[src/sv/sorted_key_value_table_core_assert.svh]
// Assertion macros for the sorted key and record-id table.
`ifndef SORTED_KEY_VALUE_TABLE_CORE_ASSERT_SVH
`define SORTED_KEY_VALUE_TABLE_CORE_ASSERT_SVH

`ifndef SYNTHESIS

`define SKVT_ASSERT_ALWAYS(label, clk, rst, cond) \
   label: assert property (@(posedge clk) disable iff (rst) (cond)) \
      else $error("skvt assertion failed");

`define SKVT_ASSERT_SAME(label, clk, rst, ante, cons) \
   label: assert property (@(posedge clk) disable iff (rst) (ante) |-> (cons)) \
      else $error("skvt assertion failed");

`define SKVT_ASSERT_NEXT(label, clk, rst, ante, cons) \
   label: assert property (@(posedge clk) disable iff (rst) (ante) |=> (cons)) \
      else $error("skvt assertion failed");

`else

`define SKVT_ASSERT_ALWAYS(label, clk, rst, cond)
`define SKVT_ASSERT_SAME(label, clk, rst, ante, cons)
`define SKVT_ASSERT_NEXT(label, clk, rst, ante, cons)

`endif

`endif

[src/sv/skvt_pkg.sv]
`default_nettype none

package skvt_pkg;

   localparam int MAX_ENTRIES = 32;
   localparam int COUNT_W     = $clog2(MAX_ENTRIES + 1);
   localparam int KEY_W       = 32;
   localparam int REC_W       = 64;
   localparam int ENTRY_CNT_W = 6;
   localparam int STATUS_W    = 2;

   typedef enum logic [0:0] {
      CMD_LOOKUP = 1'b0,
      CMD_INSERT = 1'b1
   } cmd_type;

   typedef enum logic [STATUS_W-1:0] {
      STATUS_LOOKUP   = 2'd0,
      STATUS_INSERTED = 2'd1,
      STATUS_UPDATED  = 2'd2,
      STATUS_REJECTED = 2'd3
   } status_type;

   typedef enum logic [0:0] {
      ST_IDLE  = 1'b0,
      ST_APPLY = 1'b1
   } state_type;

   typedef struct packed {
      logic less;
      logic eq;
   } cell_flags_type;

   typedef struct packed {
      logic insert;
      logic update;
   } cell_ctrl_type;

endpackage

`default_nettype wire

[src/sv/skvt_cell.sv]
`default_nettype none

module skvt_cell (
   input  wire logic                              clock,
   input  wire logic                              reset,
   input  wire logic                              cmp_en,
   input  wire logic                              valid,
   input  wire logic signed [skvt_pkg::KEY_W-1:0] cmp_key,
   input  wire skvt_pkg::cell_ctrl_type           ctrl,
   input  wire logic signed [skvt_pkg::KEY_W-1:0] new_key,
   input  wire logic        [skvt_pkg::REC_W-1:0] new_rec,
   input  wire logic                              prev_less,
   input  wire logic signed [skvt_pkg::KEY_W-1:0] prev_key,
   input  wire logic        [skvt_pkg::REC_W-1:0] prev_rec,
   output      logic signed [skvt_pkg::KEY_W-1:0] key,
   output      logic        [skvt_pkg::REC_W-1:0] rec,
   output      skvt_pkg::cell_flags_type          flags
);

   logic signed [skvt_pkg::KEY_W-1:0] key_ff, key_in;
   logic        [skvt_pkg::REC_W-1:0] rec_ff, rec_in;
   skvt_pkg::cell_flags_type          flags_ff, flags_in;

   always_comb begin
      flags_in = flags_ff;
      if (cmp_en) begin
         flags_in.less = valid && (key_ff < cmp_key);
         flags_in.eq   = valid && (key_ff == cmp_key);
      end
   end

   always_comb begin
      key_in = key_ff;
      rec_in = rec_ff;
      if (ctrl.insert && !flags_ff.less) begin
         if (prev_less) begin
            key_in = new_key;
            rec_in = new_rec;
         end else begin
            key_in = prev_key;
            rec_in = prev_rec;
         end
      end else if (ctrl.update && flags_ff.eq) begin
         rec_in = new_rec;
      end
   end

   always_ff @(posedge clock) begin
      key_ff <= key_in;
      rec_ff <= rec_in;
      if (reset) begin
         flags_ff <= '0;
      end else begin
         flags_ff <= flags_in;
      end
   end

   assign key   = key_ff;
   assign rec   = rec_ff;
   assign flags = flags_ff;

endmodule

`default_nettype wire

[config.mk]
export PLATFORM = sky130hd
export DESIGN_NAME = skvt_cell
export DESIGN_NICKNAME = d
export VERILOG_FILES = /design/src/sv/sorted_key_value_table_core_assert.svh /design/src/sv/skvt_pkg.sv /design/src/sv/skvt_cell.sv
export SDC_FILE = /design/constraint.sdc
export NUM_CORES = 1
export LEC_CHECK = 0
export BUFFER_PORTS_ARGS = -buffer_cell sky130_fd_sc_hd__buf_2
export CORE_AREA = 2 2 128 130
export CTS_BUF_LIST = sky130_fd_sc_hd__clkbuf_4 sky130_fd_sc_hd__clkbuf_8 sky130_fd_sc_hd__clkbuf_16
export DETAILED_ROUTE_END_ITERATION = 12
export DIE_AREA = 0 0 130 132
export GPL_TIMING_DRIVEN = 0
export PLACE_DENSITY_LB_ADDON = 0.08
export SLEW_MARGIN = 0
export SYNTH_ARGS = -nofsm -noshare
export SYNTH_HDL_FRONTEND = slang
export SYNTH_SLANG_ARGS = --single-unit
[constraint.sdc]
create_clock -name clock -period 3.6 [get_ports clock]
set_clock_uncertainty 0.1 [all_clocks]
set_input_delay 1.08 -clock clock [delete_from_list [all_inputs] [get_ports clock]]
set_output_delay 1.08 -clock clock [all_outputs]
set_load 0.1 [all_outputs]
==> run metrics <==
status=complete, no violations; Slew headroom=0.406; fillcell total=1504; Hold Crit Start=flags[0]; max incr delay on CP=0.53 ns; most frequent cells in the layout=333 x buf_2, 96 x mux2_2, 96 x edfxtp_1; compound-gate portion of the synthesized area=0.0320; fin crit period=~2.6 ns; largest net degree at the start of global routing=65; CP Launch Type=input pin; Simple-Gate Fraction of Synth Area=0.0384; root buffer cell=clkbuf_16; Slew @ Worst Pin=0.891 ns; grt ovf=0; htree depth=3; worst-path maximum fanout=10; register area=0.00292 sq mm; Antenna Cells=0; port bufs=327; Sink Count=approximately 100; Layout Cells excl Fill=893; sum of buffers and inverters on the critical path=2; Final #Nets=935; CTS Hold Bufs=0; # DRC=0; CP top delay family=buffers and inverters; ys async rst share=0; R2R Path End=rec[47]; share of cells above drive strength 1=0.663; Final Hold Viols=0; CTS max path bufs=2; final wirelength=14200 um; Area Growth Syn to Fin=45.3%; critical-path cell list=clkbuf_1 -> nor2_2 -> buf_2 -> mux2_2; post-synthesis mux area share=0.220; Final Setup Violations=0; Die Span X=about 130 um; post-synthesis adder-cell area fraction=0.0814; slowest CP cell=nor2_2; WHS Endpoint=flags[0]; FF-to-FF path depth=4; Slew Viols, Final=0; num rows=between 40 and 50; I/O pin cnt=between 300 and 400; Initial Util=0.313; CTS tree=built; vias=3878; core box area=0.0157 sq mm; Hold Crit Class=register to register; DR iter-0 viols=around 120; Overall Global Routing Usage=0.165; clock latency on the worst-skew pair=0.35 ns; Peak Freq=380 MHz; setup bufs post-CTS=0; synth warn=0; FF-to-FF Start=flags[1]; Placed Cells=876; setup tns final=0 ns; Clock transition at path regs=0.08 ns; vias in the first global route=4088; Synth Area in XOR/XNOR=0; Worst Hold Depth=2; post-synthesis sequential area ratio=0.594; largest family of logic cells by synthesized area=multiplexers; reg2reg setup slack=roughly 1.4 ns; CP Class=input pin to register; overall power=between 0.003 and 0.004 W; WP data required=3.59 ns; initial antenna violation count=1; Die ar.=0.0172 sq mm; CP Capture Type=register; DPL Wire Length=11500 um; TritonCTS buffer count=9; Synth Cell Area=about 0.0049 sq mm; via/cell ratio=4.34; Synth Area per Inst=14.8 sq um; synthesized net count=~600; multi-input logic area=0.00184 sq mm; Die Ht=132 um; Pwr Density=488 mW/mm^2; DR WL/cell=roughly 16 um; synthesized flop and latch total=approximately 100; first-pass GRT wire length=about 21000 um; Synth Flop Type=edfxtp_1; commonest non-fill, non-tap cell in the layout=buf_2; LEAKAGE=3.32 nW; Final GP Congestion=0.786; Synth cell types=28; drt first pass iters=4; CP arrival=2.63 ns; Cells after Synth=333; maxcap violations=0; Post-synth EDFFs=96; antenna viol nets, final=0; peak supply drop=0.000242 V; RSZ-0062 raised after global routing=false; Tcrit/Tclk final=0.732; PostCTS Resize Cnt=0
report_power, final:
group	internal (W)	switching [W]	total, W
registers	0.00137	0.0000298	0.00140
logic	0.000277	0.000860	0.00114
clock network	0.000484	0.000466	0.000950
total	0.00213	0.00135	0.00349
flip-flops by register name, summed over array words and instances, names as in the netlist:
signal,count
rec,64
key,32
flags,2
cells by family (layout without fill, tap and decap cells):
family,after synthesis,count (layout)
AOI/OAI and AO/OA,26,26
buffers and inverters,43,387
adders and majority gates,32,32
DFF,98,98
muxes,96,96
and+or+nand+nor,38,38
metal layers:
| layer | routed length [um] | vias to the layer above | GRT usage | part of all wire |
|---|---|---|---|---|
| met4 | 305 | 2 | 0.0669 | 0.021 |
| met3 | 1390 | 22 | 0.0564 | 0.098 |
| li1 | - | 1928 | - | - |
| met2 | 7350 | 198 | 0.299 | 0.52 |
| met1 | 5190 | 1728 | 0.172 | 0.36 |
| met5 | 13 | - | 0 | 0.00091 |
worst reg2reg max path: stages (launching register included):
cell and delay [ns]:
dfxtp_1 0.32, nand2b_1 0.21, nor2_2 0.48, buf_2 0.40, mux2_2 0.42
Yosys cell counts (3+ instances only):
master / n / area share
a21oi_1: 14 / 0.014
buf_2: 6 / 0.0061
clkbuf_1: 4 / 0.0031
edfxtp_1: 96 / 0.59
ha_1: 32 / 0.081
inv_1: 33 / 0.025
mux2_2: 96 / 0.22
nand2_1: 12 / 0.0092
nand3_1: 4 / 0.0041
nand4_1: 7 / 0.0089
nor2_1: 5 / 0.0038
o21ai_0: 3 / 0.0031
worst max-delay path by stage:
stage                     startpoint       to  slack, ns  depth (start not counted)
after global routing       prev_less  rec[47]       0.79                          4
after detailed placement   prev_less  rec[47]       0.44                          4
after global placement       ctrl[1]  rec[31]      -0.34                          3
after CTS                  prev_less  rec[47]       0.82                          4
final                      prev_less  rec[47]       0.97                          4
after floorplan              ctrl[1]   rec[0]       0.53                          2
final cells by class:
class	instances	area share
plain buffers	10	0.00630
repair buffers	328	0.233
clock inverters	7	0.00875
clock buffers	9	0.0315
flip-flops and latches	98	0.409
inverters	33	0.0173
multi-input cells	192	0.257
well taps	216	0.0378
metrics by stage:
stage / cell area, sq um / util / worst slack [ns] / hold slack, ns
global placement: 6830 / 0.434 / -0.337 / 0.374
finish: 7150 / 0.455 / 0.966 / 0.390
detailed placement: 6830 / 0.435 / 0.440 / 0.376
floorplan: 4920 / - / 0.526 / 0.817
global route: 7150 / 0.455 / 0.789 / 0.415
CTS: 7120 / 0.453 / 0.823 / 0.389
Power figures use the tool's default switching activity.
